`src/rtl/dnlc_pkg.sv`:
```
// Shared types, codes and defaults for the directory name lookup cache.
`timescale 1ns / 1ps
package dnlc_pkg;

    // Defaults for the top-level parameters
    localparam int ENTRIES_DEF    = 64;
    localparam int NAME_BYTES_DEF = 32;

    // Queue length field covers the largest supported name buffer
    localparam int LEN_MAX_W = 8;

    // Function codes on the input channel
    localparam logic [2:0] FUNC_LOOKUP = 3'd0;
    localparam logic [2:0] FUNC_ENTER  = 3'd1;
    localparam logic [2:0] FUNC_REMOVE = 3'd2;
    localparam logic [2:0] FUNC_PNODE  = 3'd3;
    localparam logic [2:0] FUNC_PFS    = 3'd4;
    localparam logic [2:0] FUNC_PALL   = 3'd5;

    // Result status codes
    localparam logic [1:0] ST_OK      = 2'd0;
    localparam logic [1:0] ST_MISS    = 2'd1;
    localparam logic [1:0] ST_NOCACHE = 2'd2;
    localparam logic [1:0] ST_LONG    = 2'd3;

    // Operation classes handed from front to back
    typedef enum logic [2:0] {
        OP_LOOKUP,
        OP_ENTER,
        OP_REMOVE,
        OP_PNODE,
        OP_PFS,
        OP_PALL,
        OP_FAIL
    } op_t;

    typedef struct packed {
        op_t                  op;
        logic [1:0]           status;
        logic [15:0]          dir;
        logic [15:0]          node;
        logic [7:0]           fs;
        logic [LEN_MAX_W-1:0] len;
    } cmd_t;

    // Back-end status seen by the front end
    typedef struct packed {
        logic ready;        // boot clearing pass done
        logic gather_free;  // name buffer no longer needed by the back end
    } back_stat_t;

endpackage

```
`src/rtl/dnlc_queue.sv`:
```
// Two-entry operation queue between front end and back end.
`timescale 1ns / 1ps
module dnlc_queue (
    input  logic           aclk,
    input  logic           aresetn,
    input  logic           push,
    input  dnlc_pkg::cmd_t din,
    output logic           full,
    input  logic           pop,
    output logic           valid,
    output dnlc_pkg::cmd_t dout
);
    import dnlc_pkg::*;

    cmd_t       slot_reg [2];
    logic       wr_reg, rd_reg;
    logic [1:0] cnt_reg;

    assign full  = (cnt_reg == 2'd2);
    assign valid = (cnt_reg != 2'd0);
    assign dout  = slot_reg[rd_reg];

    always_ff @(posedge aclk) begin
        if (!aresetn) begin
            wr_reg  <= 1'b0;
            rd_reg  <= 1'b0;
            cnt_reg <= 2'd0;
        end else begin
            if (push) begin
                slot_reg[wr_reg] <= din;
                wr_reg           <= ~wr_reg;
            end
            if (pop) begin
                rd_reg <= ~rd_reg;
            end
            if (push && !pop) begin
                cnt_reg <= cnt_reg + 2'd1;
            end else if (pop && !push) begin
                cnt_reg <= cnt_reg - 2'd1;
            end
        end
    end

endmodule

```
`config.mk`:
```
export PLATFORM = sky130hd
export DESIGN_NAME = dnlc_queue
export DESIGN_NICKNAME = d
export VERILOG_FILES = /design/src/rtl/dnlc_pkg.sv /design/src/rtl/dnlc_queue.sv
export SDC_FILE = /design/constraint.sdc
export NUM_CORES = 1
export LEC_CHECK = 0
export BUFFER_PORTS_ARGS = -buffer_cell sky130_fd_sc_hd__clkbuf_2
export CORE_UTILIZATION = 35
export DETAILED_ROUTE_END_ITERATION = 6
export MAX_ROUTING_LAYER = met4
export PLACE_DENSITY = 0.57
export RECOVER_POWER = 50
export SLEW_MARGIN = 40
export SYNTH_ARGS = -nofsm -noshare
export SYNTH_HDL_FRONTEND = slang
export SYNTH_SLANG_ARGS = --single-unit
```
`constraint.sdc`:
```
create_clock -name aclk -period 3.48 [get_ports aclk]
set_input_delay 0.174 -clock aclk [delete_from_list [all_inputs] [get_ports aclk]]
set_output_delay 0.174 -clock aclk [all_outputs]
set_load 0.05 [all_outputs]
```
==> results by group <==
Run status
  • Run status: finished, final reports clean

Timing
  • Period minus WS final: 2.46 ns
  • Setup TNS: 0 ns
  • Clock Skew: 0.00977 ns
  • Max-Slew Margin vs Limit: 18.4%
  • Worst Tran Pin Value: 1.22 ns
  • Tcrit/Tclk final: 70.6%
  • Hold WS: 0.0230 ns
  • # setup viols final: 0
  • Max Freq: 0.407 GHz
  • Pins Over Slew Limit: 0
  • RSZ-0062 raised after global routing: no
  • Final Hold Viols: 0

Die
  • Ports: 112
  • Die height: 110 µm
  • Core area: 11100 µm²
  • FP Rows: 38
  • Total die area: 12000 µm²
  • Die X: 110 µm
  • Initial Util: 36.7%

CTS
  • H-Tree Depth: 3
  • Inserted Clock Buffers: 9
  • CTS tree: done
  • Worst skew pair latency: 0.33 ns
  • Clock root buffer master: clkbuf_16
  • Clk pin slew, worst setup/hold paths: 0.07 ns
  • Hold_buf cts: 0
  • CTS max path bufs: 2
  • Post-CTS setup buffer count: 0
  • Clock sinks: 111
  • CTS-repair resized insts: 0

Power and ir drop
  • Switch share: 26.8%
  • Pwr/cell area: 586 nW/µm²
  • Logic gate share of total power: 14.9%
  • Clock Power Share: 32.0%
  • Leak Pwr: 1.78 nW
  • Peak supply drop: 0.233 mV
  • Net Sw Power: 0.000783 W
  • Seq pwr share: 53.0%
  • Int Power: 0.00214 W

Global routing
  • Vias in the first global route: 2061
  • First-pass GRT wire length: 10.3 mm
  • Global route overflow: 0
  • Largest net degree at the start of global routing: 46
  • Initial antenna violation count: 0
  • GRT Overall Usage: 12.2%

Logic synthesis
  • Mapped Area: 4070 µm²
  • Top-count cell post-synth: edfxtp_1
  • EDFF count, synth: 106
  • Distinct cells, synth: 18
  • Top cell type by total area after synthesis: edfxtp_1
  • Synth warn: 0
  • Syn avg cell area: 21.6 µm²
  • Syn Inst Count: 188
  • Commonest cells in the netlist: edfxtp_1 (106), mux2_2 (53), buf_6 (5), dfxtp_1 (5), and2_1 (4)
  • Sequential area share after synthesis: 80.8%
  • Top cell type's share of synthesized area: 78.3%
  • Ys async rst share: 0%
  • Synth Net Count: 246
  • Main synth FF type: edfxtp_1
  • Seq cells post-synth: 111
  • Top cells by area, synth: edfxtp_1 (78%), mux2_2 (15%), dfxtp_1 (2.5%)

Routing
  • Via density per instance: 4.53
  • First-pass DRT Iterations: 6
  • Avg WL per Cell: 15.2 µm
  • Via Count: 2053
  • Antenna viol nets, final: 0
  • Drt drc: 0
  • Detailed-route wire length: 6.86 mm
  • DRT iter0 DRCs: 35

Worst setup path
  • CP max stage cell: clkbuf_2
  • Worst R2R Setup Slack: 1.02 ns
  • Setup crit end kind: flop
  • Crit start category: flop
  • Critical path class: reg2reg
  • Max stage delay on crit path: 1.03 ns
  • CP arrival: 2.40 ns
  • CP cell instances: nor2_1, clkbuf_2
  • Req. time, crit path: 3.42 ns
  • Crit Path Max Fanout: 44

Placement
  • GP Congestion: 0.628
  • Post-detail-place hpwl: 4.41 mm
  • Input/output buffers: 111

Final layout
  • Largest register FFs: 106
  • Filler cell count: 1035
  • Antenna Diode Count: 0
  • Layout area overhead: 22.7%
  • Final nets: 366
  • Layout cells sized above 1: 46.6%

Worst hold path
  • Hold Crit Class: in2reg

Run
  • Max cap viols: 0
## cells in the final DEF (no fill, tap or decap), drive strengths merged
| cell type | instances |
|---|---|
| dfxtp | 5 |
| or2 | 1 |
| ha | 1 |
| inv | 4 |
| or3 | 1 |
| edfxtp | 106 |
| a21boi | 1 |
| and2b | 1 |
| xor2 | 3 |
| xnor2 | 1 |
| and3 | 1 |
| clkinv | 3 |
| o21ai | 1 |
| buf | 3 |
| nor2 | 1 |
| and2 | 4 |
| nand2 | 1 |
| clkbuf | 122 |
| mux2 | 53 |
## power groups by stage
stage / Clock (W) / Combinational [W] / Sequential [W]
2_1_floorplan: 0 / 0.000352 / 0.00157
3_3_place_gp: 0 / 0.000447 / 0.00158
3_5_place_dp: 0 / 0.000451 / 0.00158
4_1_cts: 0.000970 / 0.000453 / 0.00155
5_1_grt: 0.00102 / 0.000464 / 0.00156
6_report: 0.000937 / 0.000437 / 0.00155
## per-stage QoR
stage | total power (W) | cells | setup slack (ns) | area (µm²) | utilization (%)
after global placement | 0.00203 | 437 | 1.44 | 4770 | 43.1
after global routing | 0.00304 | 453 | 0.830 | 4990 | 45.0
after CTS | 0.00297 | 453 | 1.06 | 5050 | 45.6
after detailed placement | 0.00203 | 437 | 1.43 | 4770 | 43.1
after floorplan | 0.00192 | 188 | 0.465 | 4070 | -
final | 0.00292 | 453 | 1.02 | 4990 | 45.0
## kinds of logic (layout without fill, tap and decap cells)
| kind of cell | after synthesis | in the layout | synth area share, % |
|---|---|---|---|
| AND/OR/NAND/NOR | 10 | 10 | 1.48 |
| buffers and inverters | 7 | 132 | 1.60 |
| AO/OA/AOI/OAI | 2 | 2 | 0.308 |
| adder cells (fa/ha/maj) | 1 | 1 | 0.308 |
| XOR/XNOR | 4 | 4 | 0.862 |
| multiplexers | 53 | 53 | 14.7 |
| flip-flops | 111 | 111 | 80.8 |
## critical path, delay by kind of cell, from the launching register on
kind	cells	cell delay (ns)
buffers and inverters	1	1.03
AND/OR/NAND/NOR	1	0.67
flip-flops	1	0.33
## area by class of cell
class                           instances  area (µm²)  share of cell area [%]
Clock inverter                          6        42.5                   0.853
Timing Repair Buffer                  115         536                    10.7
Clock buffer                           10         229                    4.59
Sequential cell                       111        3280                    65.9
Inverter                                1        3.75                  0.0753
Multi-Input combinational cell         70         717                    14.4
Tap cell                              140         175                    3.51
## path summary, 6_finish.rpt
kind	startpoint	endpoint	depth (start not counted)
worst max-delay path	wr_reg$_SDFFE_PN0P_	slot_reg[0][25]$_DFFE_PP_	2
worst min-delay path	din[16]	slot_reg[0][16]$_DFFE_PP_	1
worst max register to register	wr_reg$_SDFFE_PN0P_	slot_reg[0][25]$_DFFE_PP_	2
worst min register to register	cnt_reg[1]$_SDFFE_PN0P_	cnt_reg[1]$_SDFFE_PN0P_	2
## metal layers
| metal | up-vias | wire (µm) | GRT usage (%) |
|---|---|---|---|
| li1 | 973 | - | - |
| met1 | 1008 | 3000 | 14.9 |
| met2 | 66 | 3420 | 19.5 |
| met3 | 6 | 392 | 2.90 |
| met4 | 0 | 49 | 4.86 |
| met5 | - | 0 | - |
(Power assumes the default switching activity.)
