$ cat src/rtl/dnlc_pkg.sv
// Shared types, codes and defaults for the directory name lookup cache.
`timescale 1ns / 1ps
package dnlc_pkg;

    // Defaults for the top-level parameters
    localparam int ENTRIES_DEF    = 64;
    localparam int NAME_BYTES_DEF = 32;

    // Queue length field covers the largest supported name buffer
    localparam int LEN_MAX_W = 8;

    // Function codes on the input channel
    localparam logic [2:0] FUNC_LOOKUP = 3'd0;
    localparam logic [2:0] FUNC_ENTER  = 3'd1;
    localparam logic [2:0] FUNC_REMOVE = 3'd2;
    localparam logic [2:0] FUNC_PNODE  = 3'd3;
    localparam logic [2:0] FUNC_PFS    = 3'd4;
    localparam logic [2:0] FUNC_PALL   = 3'd5;

    // Result status codes
    localparam logic [1:0] ST_OK      = 2'd0;
    localparam logic [1:0] ST_MISS    = 2'd1;
    localparam logic [1:0] ST_NOCACHE = 2'd2;
    localparam logic [1:0] ST_LONG    = 2'd3;

    // Operation classes handed from front to back
    typedef enum logic [2:0] {
        OP_LOOKUP,
        OP_ENTER,
        OP_REMOVE,
        OP_PNODE,
        OP_PFS,
        OP_PALL,
        OP_FAIL
    } op_t;

    typedef struct packed {
        op_t                  op;
        logic [1:0]           status;
        logic [15:0]          dir;
        logic [15:0]          node;
        logic [7:0]           fs;
        logic [LEN_MAX_W-1:0] len;
    } cmd_t;

    // Back-end status seen by the front end
    typedef struct packed {
        logic ready;        // boot clearing pass done
        logic gather_free;  // name buffer no longer needed by the back end
    } back_stat_t;

endpackage

$ cat src/rtl/dnlc_front.sv
// Front end: takes items, gathers name bytes and issues operations.
`timescale 1ns / 1ps
module dnlc_front #(
    parameter int NAME_BYTES = dnlc_pkg::NAME_BYTES_DEF
) (
    input  logic                           aclk,
    input  logic                           aresetn,
    input  logic                           s_valid,
    output logic                           s_ready,
    input  logic [2:0]                     s_func,
    input  logic [15:0]                    s_dir_handle,
    input  logic [15:0]                    s_node_handle,
    input  logic [7:0]                     s_fs_id,
    input  logic                           s_no_cache,
    input  logic [7:0]                     s_name_char,
    input  logic                           s_name_last,
    output logic                           q_push,
    output dnlc_pkg::cmd_t                 q_cmd,
    input  logic                           q_full,
    input  dnlc_pkg::back_stat_t           bstat,
    input  logic [$clog2(NAME_BYTES)-1:0]  g_raddr,
    output logic [7:0]                     g_rdata
);
    import dnlc_pkg::*;

    localparam int LEN_W = $clog2(NAME_BYTES);

    logic [7:0]       gmem [NAME_BYTES];
    logic [7:0]       g_rdata_reg;
    logic [LEN_W-1:0] len_reg, len_next;
    logic             ovl_reg, ovl_next;
    logic             end_reg, end_next;
    logic             lock_reg;
    logic             accept, is_name, is_purge, store_byte, lock_set;

    assign s_ready  = ~q_full & bstat.ready & ~lock_reg;
    assign accept   = s_valid & s_ready;
    assign is_name  = (s_func == FUNC_LOOKUP) || (s_func == FUNC_ENTER) ||
                      (s_func == FUNC_REMOVE);
    assign is_purge = (s_func == FUNC_PNODE) || (s_func == FUNC_PFS) ||
                      (s_func == FUNC_PALL);

    // Byte gathering: a zero byte ends the name, one slot is kept spare
    assign store_byte = ~end_reg & (s_name_char != 8'd0) &
                        (len_reg < LEN_W'(NAME_BYTES - 1));

    always_comb begin
        len_next = len_reg;
        ovl_next = ovl_reg;
        end_next = end_reg;
        if (!end_reg) begin
            if (s_name_char == 8'd0) begin
                end_next = 1'b1;
            end else if (store_byte) begin
                len_next = len_reg + LEN_W'(1);
            end else begin
                ovl_next = 1'b1;
            end
        end
    end

    // Operation issued on the last name item or on any purge item
    always_comb begin
        q_cmd        = '0;
        q_cmd.op     = OP_FAIL;
        q_cmd.status = ST_OK;
        q_cmd.dir    = s_dir_handle;
        q_cmd.node   = s_node_handle;
        q_cmd.fs     = s_fs_id;
        q_cmd.len    = LEN_MAX_W'(len_next);
        unique case (s_func)
            FUNC_LOOKUP: q_cmd.op = OP_LOOKUP;
            FUNC_ENTER:  q_cmd.op = OP_ENTER;
            FUNC_REMOVE: q_cmd.op = OP_REMOVE;
            FUNC_PNODE:  q_cmd.op = OP_PNODE;
            FUNC_PFS:    q_cmd.op = OP_PFS;
            FUNC_PALL:   q_cmd.op = OP_PALL;
            default:     q_cmd.op = OP_FAIL;
        endcase
        if (is_name && s_no_cache) begin
            q_cmd.op     = OP_FAIL;
            q_cmd.status = ST_NOCACHE;
        end else if (is_name && ovl_next) begin
            q_cmd.op     = OP_FAIL;
            q_cmd.status = ST_LONG;
        end
    end

    assign q_push   = accept & (is_purge | (is_name & s_name_last));
    assign lock_set = q_push & is_name & ~s_no_cache & ~ovl_next;

    // Gather state and lock on the name buffer
    always_ff @(posedge aclk) begin
        if (!aresetn) begin
            len_reg  <= '0;
            ovl_reg  <= 1'b0;
            end_reg  <= 1'b0;
            lock_reg <= 1'b0;
        end else begin
            if (lock_set) begin
                lock_reg <= 1'b1;
            end else if (bstat.gather_free) begin
                lock_reg <= 1'b0;
            end
            if (q_push) begin
                len_reg <= '0;
                ovl_reg <= 1'b0;
                end_reg <= 1'b0;
            end else if (accept && is_name) begin
                len_reg <= len_next;
                ovl_reg <= ovl_next;
                end_reg <= end_next;
            end
        end
    end

    // Name buffer memory
    always_ff @(posedge aclk) begin
        if (accept && is_name && store_byte) begin
            gmem[len_reg] <= s_name_char;
        end
        g_rdata_reg <= gmem[g_raddr];
    end

    assign g_rdata = g_rdata_reg;

endmodule

$ cat config.mk
export PLATFORM = sky130hd
export DESIGN_NAME = dnlc_front
export DESIGN_NICKNAME = d
export VERILOG_FILES = /design/src/rtl/dnlc_pkg.sv /design/src/rtl/dnlc_front.sv
export SDC_FILE = /design/constraint.sdc
export NUM_CORES = 1
export LEC_CHECK = 0
export BUFFER_PORTS_ARGS = -buffer_cell sky130_fd_sc_hd__buf_2
export CORE_ASPECT_RATIO = 0.7
export CORE_MARGIN = 2
export CORE_UTILIZATION = 58
export DETAILED_ROUTE_END_ITERATION = 7
export PLACE_DENSITY = 0.88
export SLEW_MARGIN = 20
export SYNTH_ARGS = -nofsm -noshare
export SYNTH_HDL_FRONTEND = slang
export SYNTH_SLANG_ARGS = --single-unit
$ cat constraint.sdc
create_clock -name aclk -period 4 [get_ports aclk]
set_input_delay 1.2 -clock aclk [delete_from_list [all_inputs] [get_ports aclk]]
set_output_delay 1.2 -clock aclk [all_outputs]
set_load 0.1 [all_outputs]
==> metrics.txt <==
status=complete, no violations; WL per Instance=28.5 um; Root Buffer=clkbuf_16; clock share of power=0.400; final wirelength=24100 um; Worst Path Max Fanout=5; global-route wire length before repair=35700 um; sequential cell area fraction in the yosys report=0.729; Max Clock Skew=0.0105 ns; pwr dens=476 nW/um^2; die area=20100 um^2; total gr overflow=0; Critical Path RT=2.80 ns; register area=8010 um^2; Post-DP HPWL=15100 um; Yosys reg bits=272; combinational power share=0.069; total power=5.88 mW; crit end category=output port; cts bufs inserted=25; Largest register FFs=256; GRT Overall Usage=0.249; Layout fillers=1180; area leader, netlist=edfxtp_1; Pleak=3.97 nW; Rows=42; # port buffers=43; DRT Pass-1 Iters=5; Routability Congestion=0.878; initial antenna violation count=0; synth unique cells=43; Detail Route Antenna Nets=0; area delta synth->final=12.5%; clk buf depth=3; die height=119 um; Post-Place Setup Slack=0.0914 ns; Fmax=255 MHz; number of remaining DRC errors=0; Reg clk slew, reported paths=0.06 ns; hold_buf cts=0; peak supply drop=323 uV; Tightest Pin Transition=0.941 ns; clock sink count=272; Syn. warnings=0; Slew headroom=0.371; drt via density=6.53; Post-synth EDFFs=256; worst setup margin=0.0716 ns; biggest cell delay along the critical path=0.38 ns; prevailing post-synth register cell=edfxtp_1; final-stage net count=652; CP Launch Type=primary input; Critical Path Slowest Stage Cell=a221o_1; Tmin final=3.93 ns; TNS Setup=0 ns; asr flop ratio synth=0; largest net degree at the start of global routing=65; vias in the first global route=5633; P_int=4.60 mW; Arrival @ worst endpoint=2.73 ns; Initial Util=0.587; fraction of power spent switching nets=0.218; Synth area leaders=edfxtp_1 (70%), mux4_2 (16%), buf_4 (3.3%); max-cap violations=0; Avg Cell Area, Syn=20.2 um^2; crit path cell chain=buf_2, nor4_2, buf_4, a221o_1, or3_4, xnor2_2, buf_12; ANT cells=0; cells after synthesis=543; final instance area=12400 um^2; share of power burned in registers=0.531; H-tree depth=1; critical path type=primary input to output port; share of cells above drive strength 1=0.358; Ports=127; fin crit share=0.982; worst-skew pair later-pin latency=0.53 ns; max-slew violations=0; worst path bufs/invs=3; CORE AREA=18700 um^2; CP delay by family, top=buffers and inverters; die width=168 um; NetSw=1.28 mW; multi-input logic area=2620 um^2; Post-Syn Area=11000 um^2; placed inst area=11500 um^2; final hold violation count=0; post-synth top area share=0.700; initial drt markers=771; WHS=0.525 ns; CTS tree=yes; worst hold-check path type=register to register; Vias=5520; Setup-failing EPs final=0
==> path summary, 6_finish.rpt <==
path,from,to,slack [ns],cells past startpoint
worst max-delay path,s_name_char[0],q_cmd[4],0.07,7
worst min-delay path,ovl_reg,ovl_reg,0.52,2
worst max register to register,len_reg[3],gmem[0][0],1.04,5
worst min register to register,ovl_reg,ovl_reg,0.52,2
==> worst register-to-register path, cell delays in order, from the launching register on <==
cell,delay (ns)
dfxtp_1,0.41
buf_4,0.21
and3_1,0.22
a211oi_1,0.45
nand3_1,0.43
nor2_1,0.86
==> synth_stat cells, types with 3 or more instances <==
library cell  number
a211oi_1           3
a21oi_1            7
inv_1              4
ha_1               4
clkbuf_1          11
buf_4             49
mux4_2            80
edfxtp_1         256
nand2_1            7
dfxtp_1           16
buf_1              4
mux2_2             8
nand3_1            8
nor2_1            42
o21ai_0            5
==> metrics by stage <==
| step | std cells | util |
|---|---|---|
| after floorplan | 545 | - |
| after detailed placement | 799 | 0.617 |
| after global placement | 799 | 0.617 |
| final | 845 | 0.661 |
| after CTS | 845 | 0.660 |
| after global routing | 845 | 0.661 |
==> layout make-up <==
class                      count  area share
clock buffer                  32      0.0527
multi-input combinational    203       0.212
sequential                   272       0.648
tap                          242      0.0245
inverter                       4     0.00121
clock inverter                14      0.0117
timing repair buffer          78      0.0500
==> timing repair <==
| action | CTS | global route |
|---|---|---|
| setup buffers | 0 | 0 |
| resized for setup | 0 | 7 |
| setup endpoints to repair | 0 | 4 |
==> layer usage <==
| metal | wire, um | up-vias | GRT usage |
|---|---|---|---|
| met5 | 0 | - | 0 |
| met4 | 547 | 0 | 0.0582 |
| met3 | 2540 | 55 | 0.0475 |
| met2 | 11400 | 356 | 0.384 |
| met1 | 9610 | 2860 | 0.378 |
| li1 | - | 2249 | - |
==> layout by cell type (no fill, tap or decap), types with 3 or more instances in the layout <==
cell type / synthesis / layout
dfxtp_1: 16 / 16
buf_12: 0 / 9
conb_1: 1 / 3
mux2_2: 8 / 8
nand2_1: 7 / 7
buf_2: 1 / 32
inv_1: 4 / 4
nand3_1: 8 / 8
clkinv_1: 0 / 5
ha_1: 4 / 4
a211oi_1: 3 / 3
edfxtp_1: 256 / 256
clkbuf_16: 0 / 25
o21ai_0: 5 / 4
clkinv_2: 0 / 4
a21oi_1: 7 / 6
clkbuf_1: 11 / 7
mux4_2: 80 / 80
nor2_1: 42 / 42
bufinv_16: 0 / 3
buf_4: 49 / 36
==> power groups by stage <==
| stage | combinational, mW | sequential, mW | clock, mW |
|---|---|---|---|
| after detailed placement | 0.403 | 3.19 | 0 |
| after floorplan | 0.383 | 3.27 | 0 |
| after global placement | 0.391 | 3.18 | 0 |
| after global routing | 0.423 | 3.12 | 2.48 |
| after CTS | 0.405 | 3.12 | 2.37 |
| final | 0.404 | 3.12 | 2.35 |
==> kinds of logic after synthesis <==
logic type / synth area share
XOR/XNOR: 0.00239
AND/OR/NAND/NOR: 0.0325
other: 0.000341
AO/OA/AOI/OAI: 0.0175
adder cells (fa/ha/maj): 0.00456
flip-flops: 0.729
buffers and inverters: 0.0415
multiplexers: 0.172
No activity file was read; power rests on OpenSTA's default activity.
